===== config.mk =====
export PLATFORM = sky130hd
export DESIGN_NAME = mtext_format_code_stripper_flat
export DESIGN_NICKNAME = d
export VERILOG_FILES = /design/src/sv/mtfcs_pkg.sv /design/src/sv/mtfcs_if.sv /design/src/sv/mtfcs_decode.sv /design/src/sv/mtext_format_code_stripper.sv /design/src/flat_wrapper.sv
export SDC_FILE = /design/constraint.sdc
export NUM_CORES = 1
export LEC_CHECK = 0
export BUFFER_PORTS_ARGS = -buffer_cell sky130_fd_sc_hd__clkbuf_2
export CAP_MARGIN = 5
export CORE_AREA = 4 4 56 58
export CTS_BUF_LIST = sky130_fd_sc_hd__clkbuf_8
export CTS_CLUSTER_DIAMETER = 80
export CTS_CLUSTER_SIZE = 12
export DETAILED_ROUTE_END_ITERATION = 16
export DIE_AREA = 0 0 60 62
export PLACE_DENSITY = 0.73
export SYNTH_ARGS = -nofsm -noshare
export SYNTH_HDL_FRONTEND = slang
export SYNTH_SLANG_ARGS = --single-unit

===== constraint.sdc =====
create_clock -name i_clk -period 2.33 [get_ports i_clk]
set_clock_uncertainty 0.05 [all_clocks]
set_input_delay 0.466 -clock i_clk [delete_from_list [all_inputs] [get_ports i_clk]]
set_output_delay 0.466 -clock i_clk [all_outputs]
set_load 0.03 [all_outputs]

===== src/sv/mtfcs_pkg.sv =====
// Shared types and character constants for the formatting-code stripper.
package mtfcs_pkg;

    // Scanner mode carried from one byte to the next.
    typedef enum logic [1:0] {
        MODE_NORMAL = 2'd0,
        MODE_ESCAPE = 2'd1,
        MODE_SKIP   = 2'd2,
        MODE_STACK  = 2'd3
    } t_scan_mode;

    localparam logic [7:0] CH_LBRACE    = 8'h7B;  // '{'
    localparam logic [7:0] CH_RBRACE    = 8'h7D;  // '}'
    localparam logic [7:0] CH_BACKSLASH = 8'h5C;
    localparam logic [7:0] CH_PARA      = 8'h50;  // 'P'
    localparam logic [7:0] CH_TILDE     = 8'h7E;
    localparam logic [7:0] CH_SEMI      = 8'h3B;
    localparam logic [7:0] CH_CARET     = 8'h5E;
    localparam logic [7:0] CH_HASH      = 8'h23;
    localparam logic [7:0] CH_SLASH     = 8'h2F;
    localparam logic [7:0] CH_STACK     = 8'h53;  // 'S'
    localparam logic [7:0] CH_NEWLINE   = 8'h0A;
    localparam logic [7:0] CH_SPACE     = 8'h20;

    // Outcome of decoding one byte.
    typedef struct packed {
        logic       emit;       // a result item is produced
        logic       have;       // the result carries a byte
        logic [7:0] byte_val;   // the byte, zero when none
        t_scan_mode next_mode;
    } t_dec_result;

endpackage


===== src/sv/mtfcs_if.sv =====
// Valid/ready channel interfaces for the input bytes and the output items.
interface mtfcs_in_if;
    logic       valid;
    logic       ready;
    logic [7:0] char_in;
    logic       last_char;

    modport source (output valid, output char_in, output last_char, input ready);
    modport sink   (input valid, input char_in, input last_char, output ready);
endinterface

interface mtfcs_out_if;
    logic       valid;
    logic       ready;
    logic [7:0] char_out;
    logic       char_valid;
    logic       end_of_text;

    modport source (output valid, output char_out, output char_valid,
                    output end_of_text, input ready);
    modport sink   (input valid, input char_out, input char_valid,
                    input end_of_text, output ready);
endinterface


===== src/sv/mtfcs_decode.sv =====
// Combinational byte decoder: one scanner step for one input byte.
module mtfcs_decode (
    input  mtfcs_pkg::t_scan_mode  i_mode,
    input  logic [7:0]             i_char,
    input  logic                   i_last,
    output mtfcs_pkg::t_dec_result o_result
);

    logic                   w_have;
    logic [7:0]             w_byte;
    mtfcs_pkg::t_scan_mode  w_mode;

    always_comb begin
        w_have = 1'b0;
        w_byte = 8'h00;
        w_mode = i_mode;
        unique case (i_mode)
            mtfcs_pkg::MODE_NORMAL: begin
                if (i_char == mtfcs_pkg::CH_LBRACE || i_char == mtfcs_pkg::CH_RBRACE) begin
                    w_have = 1'b0;
                end else if (i_char == mtfcs_pkg::CH_BACKSLASH) begin
                    // A backslash that ends the text is kept as itself.
                    if (i_last) begin
                        w_have = 1'b1;
                        w_byte = i_char;
                    end else begin
                        w_mode = mtfcs_pkg::MODE_ESCAPE;
                    end
                end else begin
                    w_have = 1'b1;
                    w_byte = i_char;
                end
            end
            mtfcs_pkg::MODE_ESCAPE: begin
                w_mode = mtfcs_pkg::MODE_NORMAL;
                case (i_char)
                    mtfcs_pkg::CH_PARA: begin
                        w_have = 1'b1;
                        w_byte = mtfcs_pkg::CH_NEWLINE;
                    end
                    mtfcs_pkg::CH_TILDE: begin
                        w_have = 1'b1;
                        w_byte = mtfcs_pkg::CH_SPACE;
                    end
                    "L", "l", "O", "o", "K", "k": begin
                        w_have = 1'b0;
                    end
                    "f", "F", "C", "c", "H", "W", "T", "Q", "A", "p": begin
                        w_mode = mtfcs_pkg::MODE_SKIP;
                    end
                    mtfcs_pkg::CH_STACK: begin
                        w_mode = mtfcs_pkg::MODE_STACK;
                    end
                    default: begin
                        w_have = 1'b1;
                        w_byte = i_char;
                    end
                endcase
            end
            mtfcs_pkg::MODE_SKIP: begin
                if (i_char == mtfcs_pkg::CH_SEMI) begin
                    w_mode = mtfcs_pkg::MODE_NORMAL;
                end
            end
            mtfcs_pkg::MODE_STACK: begin
                if (i_char == mtfcs_pkg::CH_SEMI) begin
                    w_mode = mtfcs_pkg::MODE_NORMAL;
                end else begin
                    w_have = 1'b1;
                    if (i_char == mtfcs_pkg::CH_CARET || i_char == mtfcs_pkg::CH_HASH) begin
                        w_byte = mtfcs_pkg::CH_SLASH;
                    end else begin
                        w_byte = i_char;
                    end
                end
            end
            default: begin
                w_mode = mtfcs_pkg::MODE_NORMAL;
            end
        endcase

        // The last byte always closes the text and restarts the scanner.
        if (i_last) begin
            w_mode = mtfcs_pkg::MODE_NORMAL;
        end

        o_result.emit      = w_have | i_last;
        o_result.have      = w_have;
        o_result.byte_val  = w_byte;
        o_result.next_mode = w_mode;
    end

endmodule


===== src/sv/mtext_format_code_stripper.sv =====
// Top level of the text formatting-code stripper.
// The block takes one text byte per item and emits the plain text with all
// formatting codes removed, at a sustained rate of one byte per clock cycle
// while the downstream side does not stall. Each accepted byte lands in an
// input register. In the next cycle the decoder looks at it together with the
// two-bit scanner mode. If the byte yields text or ends the text, the decoder
// writes a result item into the output register as soon as that register is
// free; while the downstream side stalls, the byte waits in the input
// register. The rate is set by the scanner mode register, which is updated
// once per byte. Bytes that produce nothing (braces, escape codes, skipped
// runs) are consumed without a result item. The byte flagged as the last one
// always gives exactly one result item with end_of_text set. That item
// carries a byte when the last byte produces one, and otherwise has
// char_valid low with char_out zero. The output register and the input
// register are parted, so one more byte is taken into the input register
// while a finished result still waits for the downstream side.
module mtext_format_code_stripper (
    input  logic              i_clk,
    input  logic              i_rst_n,
    mtfcs_in_if.sink          i_in,
    mtfcs_out_if.source       o_out
);

    // Input register.
    logic       r_in_valid;
    logic [7:0] r_in_char;
    logic       r_in_last;

    // Scanner state.
    mtfcs_pkg::t_scan_mode r_mode;

    // Result register.
    logic       r_out_valid;
    logic [7:0] r_out_char;
    logic       r_out_cv;
    logic       r_out_eot;

    mtfcs_pkg::t_dec_result n_dec;

    logic w_out_free;
    logic w_advance;
    logic w_in_ready;

    // The decoder works on the byte held in the input register.
    mtfcs_decode u_decode (
        .i_mode   (r_mode),
        .i_char   (r_in_char),
        .i_last   (r_in_last),
        .o_result (n_dec)
    );

    // The result register can take a new item when empty or being drained.
    assign w_out_free = !r_out_valid || o_out.ready;
    // The held byte is consumed whenever its result has a place to go.
    assign w_advance  = r_in_valid && w_out_free;
    assign w_in_ready = !r_in_valid || w_out_free;

    assign i_in.ready        = w_in_ready;
    assign o_out.valid       = r_out_valid;
    assign o_out.char_out    = r_out_char;
    assign o_out.char_valid  = r_out_cv;
    assign o_out.end_of_text = r_out_eot;

    always_ff @(posedge i_clk) begin
        if (!i_rst_n) begin
            r_in_valid  <= 1'b0;
            r_out_valid <= 1'b0;
            r_mode      <= mtfcs_pkg::MODE_NORMAL;
        end else begin
            if (w_in_ready) begin
                r_in_valid <= i_in.valid;
            end
            if (w_advance) begin
                r_mode <= n_dec.next_mode;
            end
            if (w_out_free) begin
                r_out_valid <= w_advance && n_dec.emit;
            end
        end
    end

    // Payload registers carry no reset.
    always_ff @(posedge i_clk) begin
        if (w_in_ready && i_in.valid) begin
            r_in_char <= i_in.char_in;
            r_in_last <= i_in.last_char;
        end
        if (w_advance && n_dec.emit) begin
            r_out_char <= n_dec.byte_val;
            r_out_cv   <= n_dec.have;
            r_out_eot  <= r_in_last;
        end
    end

endmodule


===== src/flat_wrapper.sv =====
// flat-port wrapper written by rule: the top's interface ports become plain ports
module mtext_format_code_stripper_flat 
  (i_clk, i_rst_n, i_in_valid, i_in_char_in, i_in_last_char, i_in_ready, o_out_valid, o_out_char_out, o_out_char_valid, o_out_end_of_text, o_out_ready);
  mtfcs_in_if i_in_i ();
  mtfcs_out_if o_out_i ();
  input  logic i_clk;
  input  logic i_rst_n;
  input wire logic [$bits(i_in_i.valid)-1:0] i_in_valid;
  input wire logic [$bits(i_in_i.char_in)-1:0] i_in_char_in;
  input wire logic [$bits(i_in_i.last_char)-1:0] i_in_last_char;
  output wire logic [$bits(i_in_i.ready)-1:0] i_in_ready;
  output wire logic [$bits(o_out_i.valid)-1:0] o_out_valid;
  output wire logic [$bits(o_out_i.char_out)-1:0] o_out_char_out;
  output wire logic [$bits(o_out_i.char_valid)-1:0] o_out_char_valid;
  output wire logic [$bits(o_out_i.end_of_text)-1:0] o_out_end_of_text;
  input wire logic [$bits(o_out_i.ready)-1:0] o_out_ready;
  assign i_in_i.valid = i_in_valid;
  assign i_in_i.char_in = i_in_char_in;
  assign i_in_i.last_char = i_in_last_char;
  assign i_in_ready = i_in_i.ready;
  assign o_out_valid = o_out_i.valid;
  assign o_out_char_out = o_out_i.char_out;
  assign o_out_char_valid = o_out_i.char_valid;
  assign o_out_end_of_text = o_out_i.end_of_text;
  assign o_out_i.ready = o_out_ready;
  mtext_format_code_stripper u_core (.i_clk(i_clk), .i_rst_n(i_rst_n), .i_in(i_in_i), .o_out(o_out_i));
endmodule

==> results.txt, run 1 <==
outcome = completed
pin count of the biggest net entering global routing = 14
Post-CTS Setup Bufs = 0
Chip Height = 62 um
minimum clock period = 2.162 ns
Synth Net Count = 125
period utilization = 0.9278
Core Util, Final = 0.5550
RSZ-0062 raised after global routing = false
CP endpoint kind = flip-flop
H-tree levels = 1
first drt pass iteration count = 4
antenna cells = 0
DR vias = 950
final instance area = 1478 um^2
WL met2 = 1185 um
highest metal used = met4
I/O Pins = 25
Main synth FF type = edfxtp_1
Hold Fails Final Rpt = 0
die area = 3720 um^2
Mapped Cells = 112
Max Slew Vio Count = 0
Sequential Power Share = 0.573
reg2reg end = u_core.o_out.char_out[5]$_DFFE_PP_
# hold bufs at CTS = 0
Synth top cells by count = edfxtp_1 (19), nor2_1 (10), a21oi_1 (6)
synth top area cells = edfxtp_1 (45%), dfxtp_1 (6.3%), nor2_1 (3.0%)
final net count = 155
R2R depth = 6
layout filler cell count = 242
VDD IR max = 317.3 uV
Worst Path Arrival = 2.13 ns
grt ovf = 0
Setup-failing EPs final = 0
Critical Path Sink = u_core.o_out.char_out[5]$_DFFE_PP_
P_int = 636.3 uW
top cell type's share of synthesized area = 0.4515
Synth Register Bits = 23
f_max = 462.6 MHz
Rel. slew slack = 0.6815
Max Root-Sink Buffers = 2
total power = 850.9 uW
crit start category = flip-flop
clock power share = 0.295
Hold WC Path Type = input port to flip-flop
Setup TNS Final = 0 ns
kind of critical path = flip-flop to flip-flop
Initial DRC Count = 34
Logic pwr share = 0.132
RePlAce Congestion = 0.8979
P per Cell Area = 575.8 nW/um^2
Initial Util = 0.4746
die width = 60 um
r2r setup slk = 0.17 ns
layout cells sized above 1 = 0.3262
NetSw = 214.6 uW
core area = 2663 um^2
area leader, netlist = edfxtp_1
CP Max Fanout = 10
first-pass GRT wire length = 3919 um
Mapped Area = 1264 um^2
GRT Total Usage = 0.1433
vias in the first global route = 889
Synth Area per Inst = 11.28 um^2
switch share = 0.2522
CTS sink count = 23
Worst Path Required = 2.30 ns
Seq/Total Area, Yosys = 0.5149
hpwl dp = 1870 um
most common cell in the synthesized netlist = edfxtp_1
CTS tree = done
Worst Tran Pin Value = 0.4760 ns
reg2reg start = u_core.r_in_char[2]$_DFFE_PP_
met3 routed WL = 152 um
asr flop ratio synth = 0
Routed Antenna Nets = 0
vias per inst = 5.523
Post-DP Area = 1431 um^2
met1 WL = 1043 um
Ys Warns = 0
Detailed Route WL = 2413 um
Unique masters post-synth = 46
initial antenna violation count = 0
DR WL/cell = 14.03 um
root buffer cell = clkbuf_8
clock latency at the later pin of the worst-skew pair = 0.26 ns
CTS Buf Count = 3
post-cts gate resize count = 0
clock slew at reported path FFs = 0.08 ns
number of synthesized flops with an enable pin = 19
Synth-to-Final Area Change = 16.93%
PortBufs = 24
Leakage = 0.0005388 uW
Max Cap Violations = 0
Rows = 19
# DRC = 0
Critical Path Start = u_core.r_in_char[2]$_DFFE_PP_
## flip-flops by register name, indices dropped and copies added (netlist names)
name / cells
u_core.o_out.char_out: 8
u_core.r_mode: 2
u_core.o_out.char_valid: 1
u_core.r_in_char: 8
u_core.r_in_valid: 1
u_core.o_out.end_of_text: 1
u_core.r_in_last: 1
u_core.o_out.valid: 1
## area by class of cell
class / instances / area [um^2] / share of cell area
multi-input combinational: 81 / 569.3 / 0.3853
tap: 31 / 38.79 / 0.02625
inverter: 4 / 15.01 / 0.01016
clock buffer: 3 / 41.29 / 0.02794
clock inverter: 1 / 5.005 / 0.003387
sequential: 23 / 650.6 / 0.4403
timing repair buffer: 29 / 157.7 / 0.1067
## how the worst min path moves through the flow
stage,from,cells after the start,endpoint
after floorplan,u_core.r_in_valid$_SDFFE_PN0N_,2,u_core.r_in_valid$_SDFFE_PN0N_
after global placement,u_core.r_in_valid$_SDFFE_PN0N_,2,u_core.r_in_valid$_SDFFE_PN0N_
after detailed placement,u_core.r_in_valid$_SDFFE_PN0N_,2,u_core.r_in_valid$_SDFFE_PN0N_
after CTS,i_in_last_char,1,u_core.r_in_last$_DFFE_PP_
after global routing,i_in_char_in[7],1,u_core.r_in_char[7]$_DFFE_PP_
final,i_in_last_char,1,u_core.r_in_last$_DFFE_PP_
## cells by family after synthesis
group | share of synthesized area
compound gates | 0.1723
xor+xnor | 0.01386
buf+inv | 0.03465
flops | 0.5149
simple gates | 0.2644
## metrics by stage
stage / hold WS (ns) / std cells / worst slack [ns]
final: 0.3196 / 172 / 0.1683
after global routing: 0.3125 / 172 / 0.08233
after detailed placement: 0.4863 / 168 / 0.1850
after floorplan: 0.4623 / 112 / 0.06195
after CTS: 0.3155 / 172 / 0.1758
after global placement: 0.4782 / 168 / 0.1916
## routing by layer
layer  GRT usage  vias up
met5           0        -
met4     0.04747        0
met3     0.03306        4
met2      0.2469       32
met1      0.1777      437
li1            -      477
## layout by cell type (no fill, tap or decap), types with 3 or more instances in the layout
master	synthesis	final
buf_4	1	5
nor2b_1	4	4
nand2b_1	4	4
nor2_1	10	10
clkbuf_2	0	24
a21oi_1	6	6
inv_1	4	4
nand2_1	5	5
o21ai_0	5	5
and2_1	3	3
dfxtp_1	4	4
clkbuf_8	0	3
nand4b_1	3	3
edfxtp_1	19	19
## worst max-delay path, stage by stage, from the launching register on
cell and delay (ns):
edfxtp_1 0.56, or3_4 0.45, nor4b_2 0.25, a21oi_1 0.09, nand3_2 0.16, nor2b_1 0.07, o32a_1 0.29
## power groups by stage
stage | combinational, uW | clock (uW) | sequential (uW)
2_1_floorplan | 65.5 | 0 | 509
3_3_place_gp | 111 | 0 | 496
3_5_place_dp | 113 | 0 | 497
4_1_cts | 113 | 255 | 487
5_1_grt | 123 | 273 | 491
6_report | 112 | 251 | 488
Note: power is estimated with default switching activity, not from simulation.
==> run 2, diff against run 1 <==
--- a/config.mk
+++ b/config.mk
@@ -13,7 +13,7 @@
 export CTS_CLUSTER_SIZE = 12
 export DETAILED_ROUTE_END_ITERATION = 16
 export DIE_AREA = 0 0 60 62
-export PLACE_DENSITY = 0.73
+export PLACE_DENSITY = 0.71
 export SYNTH_ARGS = -nofsm -noshare
 export SYNTH_HDL_FRONTEND = slang
 export SYNTH_SLANG_ARGS = --single-unit
==> constraint.sdc (replaced) <==
create_clock -name i_clk -period 2.5 [get_ports i_clk]
set_clock_uncertainty 0.05 [all_clocks]
set_input_delay 0.25 -clock i_clk [delete_from_list [all_inputs] [get_ports i_clk]]
set_output_delay 0.25 -clock i_clk [all_outputs]
set_load 0.03 [all_outputs]
==> results.txt, run 2 (synthesized netlist as in run 1, its figures left out) <==
core area = 2663 um^2 (unchanged)
outcome = completed
CTS Buf Count = 3 (unchanged)
Hold WC Path Type = input port to flip-flop
clock power share = 0.289 (-0.006)
Hold Crit Endpoint = u_core.r_in_last$_DFFE_PP_
I/O Pins = 25 (unchanged)
DR WL/cell = 14.29 um (+1.8%)
hold wc startpoint = i_in_last_char
crit start category = flip-flop
RSZ-0062 raised after global routing = false
Post-DP Area = 1424 um^2 (-0.52%)
CTS tree = done
RePlAce Congestion = 0.9682 (+7.8%)
Hold Fails Final Rpt = 0 (unchanged)
vias per inst = 5.374 (-2.7%)
clock latency at the later pin of the worst-skew pair = 0.26 ns (about the same)
# hold bufs at CTS = 0 (unchanged)
Worst Tran Pin Value = 0.5983 ns (+0.1223 ns)
vias in the first global route = 864 (-2.8%)
CTS sink count = 23 (unchanged)
Worst Path Required = 2.40 ns (+0.10 ns)
# DRC = 0 (unchanged)
grt ovf = 0 (unchanged)
r2r setup slk = 0.18 ns (about the same)
f_max = 430.8 MHz (-6.9%)
Setup-failing EPs final = 0 (unchanged)
pin count of the biggest net entering global routing = 14 (unchanged)
final instance area = 1476 um^2 (about the same)
final cell count without fillers = 171 (-0.58%)
Initial Util = 0.4746 (unchanged)
Worst Hold Depth = 1 (unchanged)
CP Max Fanout = 10 (unchanged)
PortBufs = 24 (unchanged)
hpwl dp = 1860 um (-0.53%)
period utilization = 0.9284 (about the same)
Logic pwr share = 0.130 (-0.002)
layout cells sized above 1 = 0.3286 (+0.002330)
layout filler cell count = 238 (-1.7%)
leading cell type in the layout, fill and taps excluded = clkbuf_2
P per Cell Area = 532.3 nW/um^2 (-7.6%)
Max Root-Sink Buffers = 2 (unchanged)
reg2reg end = u_core.o_out.char_out[0]$_DFFE_PP_
initial antenna violation count = 0 (unchanged)
H-tree levels = 1 (unchanged)
Post-CTS Setup Bufs = 0 (unchanged)
antenna cells = 0 (unchanged)
VDD IR max = 448.5 uV (+41%)
first-pass GRT wire length = 4057 um (+3.5%)
P_int = 591.9 uW (-7.0%)
NetSw = 193.9 uW (-9.7%)
hold slack = 0.1051 ns (-0.2145 ns)
Max Slew Vio Count = 0 (unchanged)
R2R depth = 5 (-1)
root buffer cell = clkbuf_8
GRT Total Usage = 0.1498 (+0.006553)
CP endpoint kind = flip-flop
minimum clock period = 2.321 ns (+0.1594 ns)
Placed Cells incl. Taps = 167 (-0.60%)
first drt pass iteration count = 4 (unchanged)
kind of critical path = flip-flop to flip-flop
Synth-to-Final Area Change = 16.83% (about the same)
Core Util, Final = 0.5545 (about the same)
area of the multi-input gates = 575.6 um^2 (+1.1%)
final net count = 154 (-0.65%)
most frequent cells in the layout = clkbuf_2 (24), edfxtp_1 (19), nor2_1 (10), a21oi_1 (6)
Worst Path Arrival = 2.22 ns (+0.09 ns)
Leakage = 0.0005335 uW (-0.99%)
reg2reg start = u_core.r_in_char[5]$_DFFE_PP_
clock slew at reported path FFs = 0.08 ns (about the same)
Rows = 19 (unchanged)
switch share = 0.2467 (-0.005479)
die area = 3720 um^2 (unchanged)
pre-CTS setup slack = -0.01518 ns (-0.2002 ns)
FF/Latch Area = 650.6 um^2 (unchanged)
Rel. slew slack = 0.5999 (-0.08163)
Chip Height = 62 um (unchanged)
DR vias = 919 (-3.3%)
Sequential Power Share = 0.581 (+0.008)
Initial DRC Count = 16 (-53%)
Routed Antenna Nets = 0 (unchanged)
fin worst setup slack = 0.1789 ns (+0.01058 ns)
Max Cap Violations = 0 (unchanged)
Detailed Route WL = 2443 um (+1.2%)
die width = 60 um (unchanged)
==> run 2: final cells by class <==
| class | count | area share |
|---|---|---|
| clock buffers | 3 | 0.02797 |
| inverters | 4 | 0.01017 |
| repair buffers | 28 | 0.1017 |
| multi-input cells | 81 | 0.3898 |
| clock inverters | 1 | 0.003390 |
| well taps | 31 | 0.02627 |
| flip-flops and latches | 23 | 0.4407 |
==> run 2: timing repair <==
item | 4_1_cts | 5_1_grt
endpoints found under the hold margin | 0 | 0
endpoints found under the setup margin | 10 | 0
resized for setup | 1 | 0
==> run 2: critical path: stages, from the launching register on <==
cell	delay, ns
edfxtp_1	0.52
nand4bb_1	0.33
or4_4	0.50
o21a_4	0.24
nor2_8	0.11
a31oi_2	0.26
==> run 2: stage by stage <==
step / total power, uW / TNS [ns]
floorplan: 535.1 / 0
global placement: 564.0 / 0
detailed placement: 566.2 / -0.1501
CTS: 789.9 / 0
global route: 826.6 / 0
finish: 785.8 / 0
==> run 2: worst max path at each step <==
stage / startpoint / endpoint / slack, ns / cells after the start
after global placement: u_core.r_in_char[5]$_DFFE_PP_ / u_core.o_out.char_out[0]$_DFFE_PP_ / 0.13 / 5
after floorplan: u_core.r_in_char[3]$_DFFE_PP_ / u_core.o_out.char_out[0]$_DFFE_PP_ / 0.23 / 6
after detailed placement: u_core.r_in_char[2]$_DFFE_PP_ / u_core.o_out.char_out[3]$_DFFE_PP_ / -0.02 / 5
after CTS: u_core.r_in_char[5]$_DFFE_PP_ / u_core.o_out.char_out[3]$_DFFE_PP_ / 0.19 / 5
final: u_core.r_in_char[5]$_DFFE_PP_ / u_core.o_out.char_out[0]$_DFFE_PP_ / 0.18 / 5
after global routing: u_core.r_in_char[5]$_DFFE_PP_ / u_core.o_out.char_out[5]$_DFFE_PP_ / 0.11 / 5
==> run 2: metal layers <==
layer,track usage,share of wire,wire length [um],up-vias
met5,0,0,0,-
met4,0.06329,0.013,31,0
met3,0.03306,0.063,153,4
met2,0.2531,0.50,1211,33
met1,0.1855,0.43,1047,407
li1,-,-,-,475
==> run 2: power groups by stage <==
stage               Combinational (uW)  Sequential [uW]  Clock, uW
finish                             102              457        227
floorplan                         61.0              474          0
CTS                                103              456        231
global placement                  99.8              464          0
global route                       112              460        255
detailed placement                 101              465          0
